**config.mk**
```make
export PLATFORM = sky130hd
export DESIGN_NAME = expression_token_lexer_core
export DESIGN_NICKNAME = d
export VERILOG_FILES = /design/src/rtl/core/etl_pkg.sv /design/src/rtl/core/etl_classify.sv /design/src/rtl/core/etl_lexer.sv /design/src/rtl/core/etl_token_fifo.sv /design/src/rtl/core/expression_token_lexer_core.sv
export SDC_FILE = /design/constraint.sdc
export NUM_CORES = 1
export LEC_CHECK = 0
export ABC_AREA = 0
export BUFFER_PORTS_ARGS = -buffer_cell sky130_fd_sc_hd__buf_2
export CORE_ASPECT_RATIO = 0.75
export CORE_MARGIN = 4
export CORE_UTILIZATION = 37
export DETAILED_ROUTE_END_ITERATION = 10
export GPL_TIMING_DRIVEN = 0
export PLACE_DENSITY = 0.57
export SKIP_LAST_GASP = 1
export SYNTH_ARGS = -nofsm -noshare
export SYNTH_HDL_FRONTEND = slang
export SYNTH_HIERARCHICAL = 1
export SYNTH_SLANG_ARGS = --single-unit
export TNS_END_PERCENT = 100
```
**constraint.sdc**
```tcl
create_clock -name clk -period 11.3 [get_ports clk]
set_input_delay 1.695 -clock clk [delete_from_list [all_inputs] [get_ports clk]]
set_output_delay 1.695 -clock clk [all_outputs]
set_load 0.05 [all_outputs]
```
**src/rtl/core/etl_pkg.sv**
```systemverilog
// ----------------------------------------------------------------------------
// etl_pkg: shared types and constants of the expression token lexer
// Item and token layouts, token/operator/error codes, character codes and
// sizing of the token queue.
// ----------------------------------------------------------------------------
package etl_pkg;

  localparam logic [7:0] MAX_CHARS       = 8'd149;
  localparam logic [3:0] MAX_FRAC_DIGITS = 4'd9;

  localparam int FIFO_DEPTH = 4;
  localparam int FIFO_AW    = 2;
  localparam int FIFO_CW    = 3;

  // Token kinds
  localparam logic [2:0] KIND_NUM = 3'd0;
  localparam logic [2:0] KIND_LB  = 3'd1;
  localparam logic [2:0] KIND_RB  = 3'd2;
  localparam logic [2:0] KIND_OP  = 3'd3;
  localparam logic [2:0] KIND_ERR = 3'd4;

  // Operator codes
  localparam logic [2:0] OP_ADD = 3'd0;
  localparam logic [2:0] OP_SUB = 3'd1;
  localparam logic [2:0] OP_MUL = 3'd2;
  localparam logic [2:0] OP_DIV = 3'd3;
  localparam logic [2:0] OP_POW = 3'd4;
  localparam logic [2:0] OP_LOG = 3'd5;

  // Error codes
  localparam logic [1:0] ERR_NONE    = 2'd0;
  localparam logic [1:0] ERR_POINT   = 2'd1;
  localparam logic [1:0] ERR_INVALID = 2'd2;
  localparam logic [1:0] ERR_LOG     = 2'd3;

  // Character codes
  localparam logic [7:0] CH_ZERO   = 8'h30;
  localparam logic [7:0] CH_NINE   = 8'h39;
  localparam logic [7:0] CH_POINT  = 8'h2E;
  localparam logic [7:0] CH_LPAREN = 8'h28;
  localparam logic [7:0] CH_RPAREN = 8'h29;
  localparam logic [7:0] CH_LBRACK = 8'h5B;
  localparam logic [7:0] CH_RBRACK = 8'h5D;
  localparam logic [7:0] CH_LBRACE = 8'h7B;
  localparam logic [7:0] CH_RBRACE = 8'h7D;
  localparam logic [7:0] CH_SPACE  = 8'h20;
  localparam logic [7:0] CH_TAB    = 8'h09;
  localparam logic [7:0] CH_CR     = 8'h0D;
  localparam logic [7:0] CH_PLUS   = 8'h2B;
  localparam logic [7:0] CH_MINUS  = 8'h2D;
  localparam logic [7:0] CH_STAR   = 8'h2A;
  localparam logic [7:0] CH_SLASH  = 8'h2F;
  localparam logic [7:0] CH_CARET  = 8'h5E;
  localparam logic [7:0] CH_L      = 8'h6C;
  localparam logic [7:0] CH_O      = 8'h6F;
  localparam logic [7:0] CH_G      = 8'h67;

  typedef struct packed {
    logic [7:0] char_code;
    logic       end_of_expr;
  } in_item_t;

  typedef struct packed {
    logic [2:0]  token_kind;
    logic [2:0]  op_code;
    logic [7:0]  bracket_char;
    logic [30:0] int_part;
    logic        is_decimal;
    logic [29:0] frac_digits;
    logic [3:0]  frac_count;
    logic [1:0]  error_code;
    logic        last_of_run;
  } out_token_t;

  typedef struct packed {
    logic       is_digit;
    logic [3:0] digit;
    logic       is_point;
    logic       is_lbr;
    logic       is_rbr;
    logic       is_ws;
    logic       is_op;
    logic [2:0] op;
    logic       is_l;
    logic       is_o;
    logic       is_g;
  } char_class_t;

  typedef struct packed {
    logic [1:0] cnt;
    out_token_t tok0;
    out_token_t tok1;
  } fifo_wr_t;

endpackage

```
**src/rtl/core/etl_classify.sv**
```systemverilog
// ----------------------------------------------------------------------------
// etl_classify: character decoder
// Sorts one incoming character into the classes the lexer acts on.
// ----------------------------------------------------------------------------
module etl_classify (
  input  logic [7:0]           char_code,
  output etl_pkg::char_class_t cls
);
  import etl_pkg::*;

  always_comb begin
    cls = '0;
    cls.is_digit = (char_code >= CH_ZERO) && (char_code <= CH_NINE);
    cls.digit    = 4'(char_code - CH_ZERO);
    cls.is_point = (char_code == CH_POINT);
    cls.is_lbr   = (char_code == CH_LPAREN) || (char_code == CH_LBRACK) ||
                   (char_code == CH_LBRACE);
    cls.is_rbr   = (char_code == CH_RPAREN) || (char_code == CH_RBRACK) ||
                   (char_code == CH_RBRACE);
    cls.is_ws    = (char_code == CH_SPACE) ||
                   ((char_code >= CH_TAB) && (char_code <= CH_CR));
    cls.is_l     = (char_code == CH_L);
    cls.is_o     = (char_code == CH_O);
    cls.is_g     = (char_code == CH_G);
    cls.is_op    = 1'b1;
    case (char_code)
      CH_PLUS:  cls.op = OP_ADD;
      CH_MINUS: cls.op = OP_SUB;
      CH_STAR:  cls.op = OP_MUL;
      CH_SLASH: cls.op = OP_DIV;
      CH_CARET: cls.op = OP_POW;
      default: begin
        cls.op    = OP_ADD;
        cls.is_op = 1'b0;
      end
    endcase
  end

endmodule

```
**src/rtl/core/etl_lexer.sv**
```systemverilog
// ----------------------------------------------------------------------------
// etl_lexer: token former
// Holds the scan state and number accumulators, and forms up to two tokens
// for each accepted character.
// ----------------------------------------------------------------------------
module etl_lexer (
  input  logic                 clk,
  input  logic                 rst_n,
  input  logic                 accept,
  input  logic                 end_of_expr,
  input  logic [7:0]           char_code,
  input  etl_pkg::char_class_t cls,
  output etl_pkg::fifo_wr_t    wr
);
  import etl_pkg::*;

  localparam logic [2:0] M_IDLE = 3'd0;
  localparam logic [2:0] M_INT  = 3'd1;
  localparam logic [2:0] M_FRAC = 3'd2;
  localparam logic [2:0] M_L    = 3'd3;
  localparam logic [2:0] M_LO   = 3'd4;

  localparam logic [34:0] INT_SAT = 35'h7FFFFFFF;

  logic [2:0]  mode_r, mode_nxt;
  logic [30:0] int_r, int_nxt;
  logic [29:0] frac_r, frac_nxt;
  logic [3:0]  fcnt_r, fcnt_nxt;
  logic [7:0]  pos_r, pos_nxt;

  function automatic out_token_t mk_tok(input logic [2:0] kind, input logic [2:0] op,
                                        input logic [7:0] br, input logic [1:0] err);
    out_token_t t;
    t              = '0;
    t.token_kind   = kind;
    t.op_code      = op;
    t.bracket_char = br;
    t.error_code   = err;
    return t;
  endfunction

  function automatic out_token_t mk_num(input logic dec, input logic [30:0] ip,
                                        input logic [29:0] fd, input logic [3:0] fc);
    out_token_t t;
    t             = '0;
    t.token_kind  = KIND_NUM;
    t.int_part    = ip;
    t.is_decimal  = dec;
    t.frac_digits = dec ? fd : 30'd0;
    t.frac_count  = dec ? fc : 4'd0;
    return t;
  endfunction

  out_token_t  tk [2];
  logic [1:0]  n;
  logic        do_idle;
  logic [34:0] int_mul;
  logic [33:0] frac_mul;

  always_comb begin
    mode_nxt = mode_r;
    int_nxt  = int_r;
    frac_nxt = frac_r;
    fcnt_nxt = fcnt_r;
    pos_nxt  = pos_r;
    n        = 2'd0;
    tk[0]    = '0;
    tk[1]    = '0;
    do_idle  = 1'b0;
    int_mul  = ({4'd0, int_r} << 3) + ({4'd0, int_r} << 1) + {31'd0, cls.digit};
    frac_mul = ({4'd0, frac_r} << 3) + ({4'd0, frac_r} << 1) + {30'd0, cls.digit};

    if (pos_r < MAX_CHARS) begin
      pos_nxt = pos_r + 8'd1;
      case (mode_r)
        M_L: begin
          if (cls.is_o) begin
            mode_nxt = M_LO;
          end else begin
            mode_nxt = M_IDLE;
            tk[n[0]] = mk_tok(KIND_ERR, OP_ADD, 8'd0, ERR_LOG);
            n        = n + 2'd1;
          end
        end
        M_LO: begin
          mode_nxt = M_IDLE;
          if (cls.is_g) begin
            tk[n[0]] = mk_tok(KIND_OP, OP_LOG, 8'd0, ERR_NONE);
          end else begin
            tk[n[0]] = mk_tok(KIND_ERR, OP_ADD, 8'd0, ERR_LOG);
          end
          n = n + 2'd1;
        end
        M_INT, M_FRAC: begin
          if (cls.is_digit) begin
            if (mode_r == M_INT) begin
              int_nxt = (int_mul > INT_SAT) ? INT_SAT[30:0] : int_mul[30:0];
            end else if (fcnt_r < MAX_FRAC_DIGITS) begin
              frac_nxt = frac_mul[29:0];
              fcnt_nxt = fcnt_r + 4'd1;
            end
          end else if (cls.is_point) begin
            if (mode_r == M_INT) begin
              mode_nxt = M_FRAC;
            end else begin
              int_nxt  = '0;
              frac_nxt = '0;
              fcnt_nxt = '0;
              mode_nxt = M_IDLE;
              tk[n[0]] = mk_tok(KIND_ERR, OP_ADD, 8'd0, ERR_POINT);
              n        = n + 2'd1;
            end
          end else begin
            // The pending number goes out first, then the character is lexed afresh.
            tk[n[0]] = mk_num(mode_r == M_FRAC, int_r, frac_r, fcnt_r);
            n        = n + 2'd1;
            int_nxt  = '0;
            frac_nxt = '0;
            fcnt_nxt = '0;
            mode_nxt = M_IDLE;
            do_idle  = 1'b1;
          end
        end
        default: begin
          mode_nxt = M_IDLE;
          do_idle  = 1'b1;
        end
      endcase

      if (do_idle) begin
        if (cls.is_digit) begin
          int_nxt  = {27'd0, cls.digit};
          frac_nxt = '0;
          fcnt_nxt = '0;
          mode_nxt = M_INT;
        end else if (cls.is_point) begin
          int_nxt  = '0;
          frac_nxt = '0;
          fcnt_nxt = '0;
          mode_nxt = M_FRAC;
        end else if (cls.is_lbr) begin
          tk[n[0]] = mk_tok(KIND_LB, OP_ADD, char_code, ERR_NONE);
          n        = n + 2'd1;
        end else if (cls.is_rbr) begin
          tk[n[0]] = mk_tok(KIND_RB, OP_ADD, char_code, ERR_NONE);
          n        = n + 2'd1;
        end else if (cls.is_ws) begin
          mode_nxt = M_IDLE;
        end else if (cls.is_op) begin
          tk[n[0]] = mk_tok(KIND_OP, cls.op, 8'd0, ERR_NONE);
          n        = n + 2'd1;
        end else if (cls.is_l) begin
          mode_nxt = M_L;
        end else begin
          tk[n[0]] = mk_tok(KIND_ERR, OP_ADD, 8'd0, ERR_INVALID);
          n        = n + 2'd1;
        end
      end
    end

    if (end_of_expr) begin
      if ((mode_nxt == M_INT) || (mode_nxt == M_FRAC)) begin
        tk[n[0]] = mk_num(mode_nxt == M_FRAC, int_nxt, frac_nxt, fcnt_nxt);
        n        = n + 2'd1;
      end else if ((mode_nxt == M_L) || (mode_nxt == M_LO)) begin
        tk[n[0]] = mk_tok(KIND_ERR, OP_ADD, 8'd0, ERR_LOG);
        n        = n + 2'd1;
      end
      mode_nxt = M_IDLE;
      int_nxt  = '0;
      frac_nxt = '0;
      fcnt_nxt = '0;
      pos_nxt  = '0;
    end

    if (n != 2'd0) begin
      tk[n == 2'd2].last_of_run = 1'b1;
    end

    wr.cnt  = accept ? n : 2'd0;
    wr.tok0 = tk[0];
    wr.tok1 = tk[1];
  end

  always_ff @(posedge clk) begin
    if (!rst_n) begin
      mode_r <= M_IDLE;
      int_r  <= '0;
      frac_r <= '0;
      fcnt_r <= '0;
      pos_r  <= '0;
    end else if (accept) begin
      mode_r <= mode_nxt;
      int_r  <= int_nxt;
      frac_r <= frac_nxt;
      fcnt_r <= fcnt_nxt;
      pos_r  <= pos_nxt;
    end
  end

endmodule

```
**src/rtl/core/etl_token_fifo.sv**
```systemverilog
// ----------------------------------------------------------------------------
// etl_token_fifo: token queue
// Small queue that takes up to two tokens per beat and hands out one.
// ----------------------------------------------------------------------------
module etl_token_fifo (
  input  logic                       clk,
  input  logic                       rst_n,
  input  etl_pkg::fifo_wr_t          wr,
  input  logic                       pop,
  output logic                       empty,
  output logic                       full,
  output etl_pkg::out_token_t        rd_tok,
  output logic [etl_pkg::FIFO_CW-1:0] level
);
  import etl_pkg::*;

  out_token_t           mem_r [FIFO_DEPTH];
  logic [FIFO_AW-1:0]   wp_r, wp_nxt;
  logic [FIFO_AW-1:0]   rp_r, rp_nxt;
  logic [FIFO_CW-1:0]   cnt_r, cnt_nxt;
  logic                 do_pop;

  assign empty  = (cnt_r == '0);
  // Room for two tokens is kept so that any item can be taken.
  assign full   = (cnt_r > FIFO_CW'(FIFO_DEPTH - 2));
  assign rd_tok = mem_r[rp_r];
  assign level  = cnt_r;
  assign do_pop = pop && !empty;

  always_comb begin
    wp_nxt  = wp_r + FIFO_AW'(wr.cnt);
    rp_nxt  = rp_r + FIFO_AW'(do_pop);
    cnt_nxt = cnt_r + FIFO_CW'(wr.cnt) - FIFO_CW'(do_pop);
  end

  always_ff @(posedge clk) begin
    if (wr.cnt != 2'd0) begin
      mem_r[wp_r] <= wr.tok0;
    end
    if (wr.cnt == 2'd2) begin
      mem_r[wp_r + FIFO_AW'(1)] <= wr.tok1;
    end
  end

  always_ff @(posedge clk) begin
    if (!rst_n) begin
      wp_r  <= '0;
      rp_r  <= '0;
      cnt_r <= '0;
    end else begin
      wp_r  <= wp_nxt;
      rp_r  <= rp_nxt;
      cnt_r <= cnt_nxt;
    end
  end

endmodule

```
**src/rtl/core/expression_token_lexer_core.sv**
```systemverilog
// ----------------------------------------------------------------------------
// expression_token_lexer_core: expression character lexer
// Takes one character per beat and delivers number, bracket, operator and
// error tokens through a token queue.
// ----------------------------------------------------------------------------
// Throughput: one character per cycle while the token queue is not full; the lexer state is registered.
// A token written by an accepted character is poppable in the next cycle.
// Up to two tokens per character; the output side drains one per cycle while pop is high and the queue is not empty.
// Reset (synchronous, rst_n low): scan state idle, accumulators and position
// cleared, token queue emptied.
module expression_token_lexer_core (
  input  logic                clk,
  input  logic                rst_n,
  input  logic                push,
  output logic                full,
  input  etl_pkg::in_item_t   in_item,
  output logic                empty,
  input  logic                pop,
  output etl_pkg::out_token_t out_token
);
  import etl_pkg::*;

  char_class_t        cls;
  fifo_wr_t           wr;
  logic               accept;
  logic [FIFO_CW-1:0] level;

  assign accept = push && !full;

  etl_classify u_classify (
    .char_code (in_item.char_code),
    .cls       (cls)
  );

  etl_lexer u_lexer (
    .clk         (clk),
    .rst_n       (rst_n),
    .accept      (accept),
    .end_of_expr (in_item.end_of_expr),
    .char_code   (in_item.char_code),
    .cls         (cls),
    .wr          (wr)
  );

  etl_token_fifo u_fifo (
    .clk    (clk),
    .rst_n  (rst_n),
    .wr     (wr),
    .pop    (pop),
    .empty  (empty),
    .full   (full),
    .rd_tok (out_token),
    .level  (level)
  );

  // The queue never holds more tokens than it has entries.
  a_level_bound: assert property (@(posedge clk) disable iff (!rst_n)
    level <= FIFO_CW'(FIFO_DEPTH))
    else $error("token queue overfilled");

  // Only an accepted character writes tokens.
  a_write_needs_accept: assert property (@(posedge clk) disable iff (!rst_n)
    (wr.cnt != 2'd0) |-> accept)
    else $error("tokens written without an accepted beat");

  // The final token of a character carries the run marker, and only it.
  a_last_marker_one: assert property (@(posedge clk) disable iff (!rst_n)
    (wr.cnt == 2'd1) |-> wr.tok0.last_of_run)
    else $error("single token without run marker");

  a_last_marker_two: assert property (@(posedge clk) disable iff (!rst_n)
    (wr.cnt == 2'd2) |-> (wr.tok1.last_of_run && !wr.tok0.last_of_run))
    else $error("token pair with misplaced run marker");

  // A token written into an empty queue is visible in the next cycle.
  a_visible_next: assert property (@(posedge clk) disable iff (!rst_n)
    (wr.cnt != 2'd0) |=> !empty)
    else $error("written token not visible");

endmodule
```
-- After elaboration in Yosys (flattened, before gate mapping)
Memories as Yosys holds them, arrays and structs flattened. A register that Yosys moved wholly into a read port is not among the register bits.
Cells that the tools add are included.
- input port bits: 13
- memories: 1
- output and inout port bits: 85
- logic and storage cells: 211
- RAM bits: 332
- register bits: 83
- memories (memory ; depth ; width ; read ports ; clocked after Yosys merged registers in ; wr ports ; RTL line ; RTL):
    u_fifo.mem_r ; 4 ; 83 ; 1 ; 1 ; 2 ; etl_token_fifo.sv:17 ; out_token_t mem_r [FIFO_DEPTH];
- magnitude comparators: 14
- $add $sub $neg: 14
- multiplexer cells: 115
- bitwise logic cells: 9
- reduce and logical (&&, ||, !) cells: 24
- equality and inequality tests: 26
- operator list (operator ; count):
    166-bit 2-to-1 mux ; 13
    166-bit bitwise mux ; 5
    83-bit 2-to-1 mux ; 8
    30-bit 2-to-1 mux ; 13
    31-bit 2-to-1 mux ; 11
    83-bit demux with 1-bit select ; 3
    83-bit one-hot mux with 3 select lines ; 1
    162-bit bitwise AND ; 1
    162-bit NOT ; 1
    160-bit bitwise AND ; 1
    160-bit NOT ; 1
    8-bit by 6-bit equality test with 1-bit output (second input constant) ; 8
    8-bit by 7-bit equality test with 1-bit output (second input constant) ; 8
    4-bit 2-to-1 mux ; 13
    2-bit 2-to-1 mux ; 18
    3-bit 2-to-1 mux ; 12
    34-bit by 32-bit adder with 35-bit output ; 1
    35-bit by 4-bit adder with 35-bit output ; 1
    35-bit by 31-bit greater-than comparator with 1-bit output (second input constant) ; 1
    30-bit adder ; 1
    30-bit by 4-bit adder with 30-bit output ; 1
    8-bit 2-to-1 mux ; 2
    3-bit by 2-bit equality test with 1-bit output (second input constant) ; 4
    1-bit 2-to-1 mux ; 12
    35 further kinds ; 62

-- Logic depth before layout (Yosys ltp)
- depth after elaboration: 28
- depth in mapped cells: 21

-- Modules after synthesis
Netlist, hierarchy kept.
- by module, submodules not included (module ; times used ; area an instance (um^2) ; cells each):
    etl_token_fifo ; 1 ; 16423.3 ; 847
    etl_lexer ; 1 ; 10227.3 ; 1358
    etl_classify ; 1 ; 270.3 ; 44
    expression_token_lexer_core ; 1 ; 13.8 ; 1

-- Worst setup path after synthesis
OpenSTA, ideal clock, no wires.
- kind: input to register
- start: input in_item[7] in the netlist's numbering
- end: memory u_fifo/mem_r[0][0] in the netlist's numbering, enable pin
- stages on the path: 17
- setup time: 0.639 ns
- arrival: 10.888 ns
- required time: 10.661 ns
- path buffers: 1
- setup slack: -0.227 ns
- cells stage by stage: buf_2 -> or3b_4 -> o22a_1 -> nor3_2 -> nor2_4 -> a41o_1 -> a21oi_2 -> o41ai_4 -> or3_4 -> and2_1 -> inv_1 -> ha_1 -> a21oi_1 -> o21ai_0 -> and2_1 -> o21bai_1 -> o21ai_0
- RTL lines (item ; RTL line ; RTL):
    start, declared ; expression_token_lexer_core.sv:16 ; input etl_pkg::in_item_t in_item,
    end, declared ; etl_token_fifo.sv:17 ;

==> key figures <==
Clocking
  – CTS max path bufs: 3
  – # H-tree levels: 2
  – CTS Sinks: 415
  – TritonCTS clock tree: done
  – Hold_buf cts: 0
  – Clock Tree Root: clkbuf_16
  – Total CTS buffers: 46
  – Cts repair resizes: 0
  – Worst-skew pair later-pin latency: 0.60 ns
  – Clk slew on worst S/H paths: 0.07 ns
  – Setup bufs post-CTS: 0

STA
  – Worst Skew: 0.0178 ns
  – Relative slew slack: 14.9%
  – Final setup margin: 3.91 ns
  – Max-slew violations: 0
  – Post-layout minimum cycle time: 7.39 ns
  – Final hold violations: 0
  – Max Fclk: 135 MHz
  – Setup repair after global routing missed its margin: no
  – Final period utilization: 65.4%
  – Measured slew at the worst slew-check pin: 1.26 ns
  – Endpoints failing setup: 0

Worst setup path
  – CP endpoint kind: flop
  – R2R Path End: u_fifo/mem_r[0][41]
  – Worst Path Buf+Inv: 8
  – Worst reg-to-reg setup slack: 5.36 ns
  – Startpoint type of the worst setup path: input port
  – Worst path slowest cell: nor4b_1
  – CP peak stage delay: 0.70 ns
  – Crit path max-delay family: simple AND/OR/NAND/NOR gates
  – CP cell instances: buf_2 -> clkbuf_1 -> o21ai_1 -> nor4b_1 -> or3_1 -> nand3_1 -> nand2_1 -> nand2_1 -> ha_1 -> and3_1 -> o21ba_2 -> o21ai_2 -> inv_2 -> ha_1 -> a21oi_1 -> o21ai_0 -> and2_1 -> nand4b_1 -> buf_2 -> buf_2 -> o21ai_4 -> buf_12 -> buf_12 -> buf_12
  – Req. time, crit path: 11.64 ns
  – R2r startpoint: u_lexer/pos_r[0]
  – CP arrival: 7.73 ns
  – Maximum fanout along the worst path: 22
  – Crit Path Category: input port to flop
  – Cell count of the worst reg-to-reg path: 20

Place
  – GPL Wtd Cong: 0.905
  – Placed wire-length estimate: 57100 um
  – Pre-CTS WS: 3.37 ns
  – Port-buffer cells: 97

Power
  – Power Dens Cells: 144 nW/um2
  – Total power: 4.41 mW
  – Lkg Pwr: 12.2 nW
  – Worst vdd ir: 0.135 mV

Route
  – DRT iter0 DRCs: 1778
  – DR pass1 iterations: 5
  – DR vias: 19500
  – Routed len/inst: 22.7 um
  – Vias/cell: 5.63
  – DRC violations left: 0
  – Final wirelength: 78700 um
  – Post-DRT Antenna Nets: 0

GRT
  – Vias in the first global route: 19500
  – Total grt overflow: 0
  – Global-route wire length before repair: 120000 um
  – Largest net degree at the start of global routing: 26
  – Initial antenna violation count: 6
  – Total Routing Usage GR: 19.9%

Synth
  – EDFF count, synth: 332
  – Yosys Warn Count: 6
  – #FFs+latches synth: 415
  – Largest cells by area after synthesis: edfxtp_1 (37%), mux2_2 (7.4%), mux4_2 (6.9%)
  – Largest area contributor in the netlist: edfxtp_1
  – Cells after Synth: 2250
  – Average size of a mapped cell: 12.0 um2
  – Netlist cell types: 108
  – Post-synthesis sequential area ratio: 43.2%
  – Async SR Flop Fraction: 0%
  – Main flop type after synthesis: edfxtp_1
  – Synthesized area: 26900 um2
  – Post-synth top area share: 37.0%

Floorplanning
  – Core area: 71900 um2
  – IO Pins: 98
  – Die width: 320 um
  – Die footprint: 77200 um2
  – Row count: 85
  – Chip Height: 242 um
  – Initial Util: 37.5%

Hold path
  – Worst hold path endpoint: u_lexer/frac_r[29]
  – HP Class: flop to flop
  – Hold path cells: 2
  – Min-delay src: u_lexer/frac_r[29]

Cells and area
  – Layout Nets: 2615
  – P&R area growth vs syn: 13.6%
  – Most frequent cells in the layout: edfxtp_1 (332), mux2_2 (176), mux2_1 (156)
  – Commonest non-fill, non-tap cell in the layout: edfxtp_1
  – Layout cells sized above 1: 25.3%

Run
  – Max-cap violation count: 0

Run status
  – Run status: finished, final reports clean
[routing by layer]
layer / global-route usage, % / part of all wire (%) / vias to the layer above
li1: - / - / 9048
met1: 30.7 / 48 / 9761
met2: 29.9 / 44 / 662
met3: 2.64 / 7.0 / 74
met4: 3.62 / 1.4 / 0
met5: 0 / 0 / -
[worst min-delay path: cells and delay by family (launching register included)]
kind	cells	cell delay, ns
flip-flops	1	0.33
AO/OA/AOI/OAI	2	0.15
[power by group]
group | internal [mW] | leakage [nW] | switching, mW
Sequential | 1.74 | 3.88 | 0.0272
Combinational | 0.359 | 7.64 | 0.818
Clock | 0.810 | 0.697 | 0.660
Total | 2.90 | 12.2 | 1.51
[cell families (layout without fill, tap and decap cells)]
kind of cell | count (synthesis) | in the layout | share of synthesized area [%]
muxes | 422 | 422 | 21.1
adders and majority gates | 129 | 129 | 6.13
and+or+nand+nor | 512 | 512 | 9.66
other | 1 | 69 | 0.0139
buffers and inverters | 236 | 430 | 5.10
xor gates and xnor gates | 59 | 59 | 2.05
AOI/OAI and AO/OA | 476 | 476 | 12.8
DFF | 415 | 415 | 43.2
[state kept, by name, summed over array words and instances (netlist names), 3 cells and up]
name / count
u_fifo/level: 3
u_lexer/mode_r: 3
u_fifo/mem_r: 332
u_lexer/frac_r: 30
u_lexer/pos_r: 8
u_lexer/fcnt_r: 4
u_lexer/int_r: 31
[layout make-up]
class / instances / area (um2)
clock inverter: 26 / 220
sequential: 415 / 11600
inverter: 45 / 169
antenna: 3 / 7.51
fill: 6831 / 41300
clock buffer: 58 / 1210
timing repair buffer: 110 / 746
multi-input combinational: 1664 / 14200
tap: 957 / 1200
buffer: 191 / 1200
[stage by stage]
step	TNS, ns	hold WS (ns)	utilization, %	area (um2)	instances
2_1_floorplan	0	0.462	-	27200	2315
3_3_place_gp	-796.17	0.475	40.1	28900	3369
3_5_place_dp	0	0.490	40.6	29200	3382
4_1_cts	0	0.509	42.5	30600	3466
5_1_grt	0	0.542	42.5	30600	3467
6_report	0	0.515	42.6	30600	3469
[worst max path at each step]
stage,from,to,slack (ns),cells past startpoint
floorplan,in_item[7],u_fifo/mem_r[2][0],1.84,17
global placement,in_item[2],u_fifo/mem_r[2][47],-2.84,19
detailed placement,in_item[2],u_fifo/mem_r[0][46],3.37,24
CTS,in_item[2],u_fifo/mem_r[0][41],3.97,24
global route,in_item[4],u_fifo/mem_r[0][41],3.48,24
finish,in_item[2],u_fifo/mem_r[0][41],3.91,24
[synth_stat cells (all sizes together) (38+ instances only)]
cell / number
edfxtp: 332
mux2: 332
buf: 153
nor2: 151
nand2: 133
ha: 124
o21ai: 85
dfxtp: 83
mux4: 83
a21oi: 82
inv: 44
nor3: 40
a22oi: 38
clkbuf: 38
nor2b: 38
(Power assumes the default switching activity.)
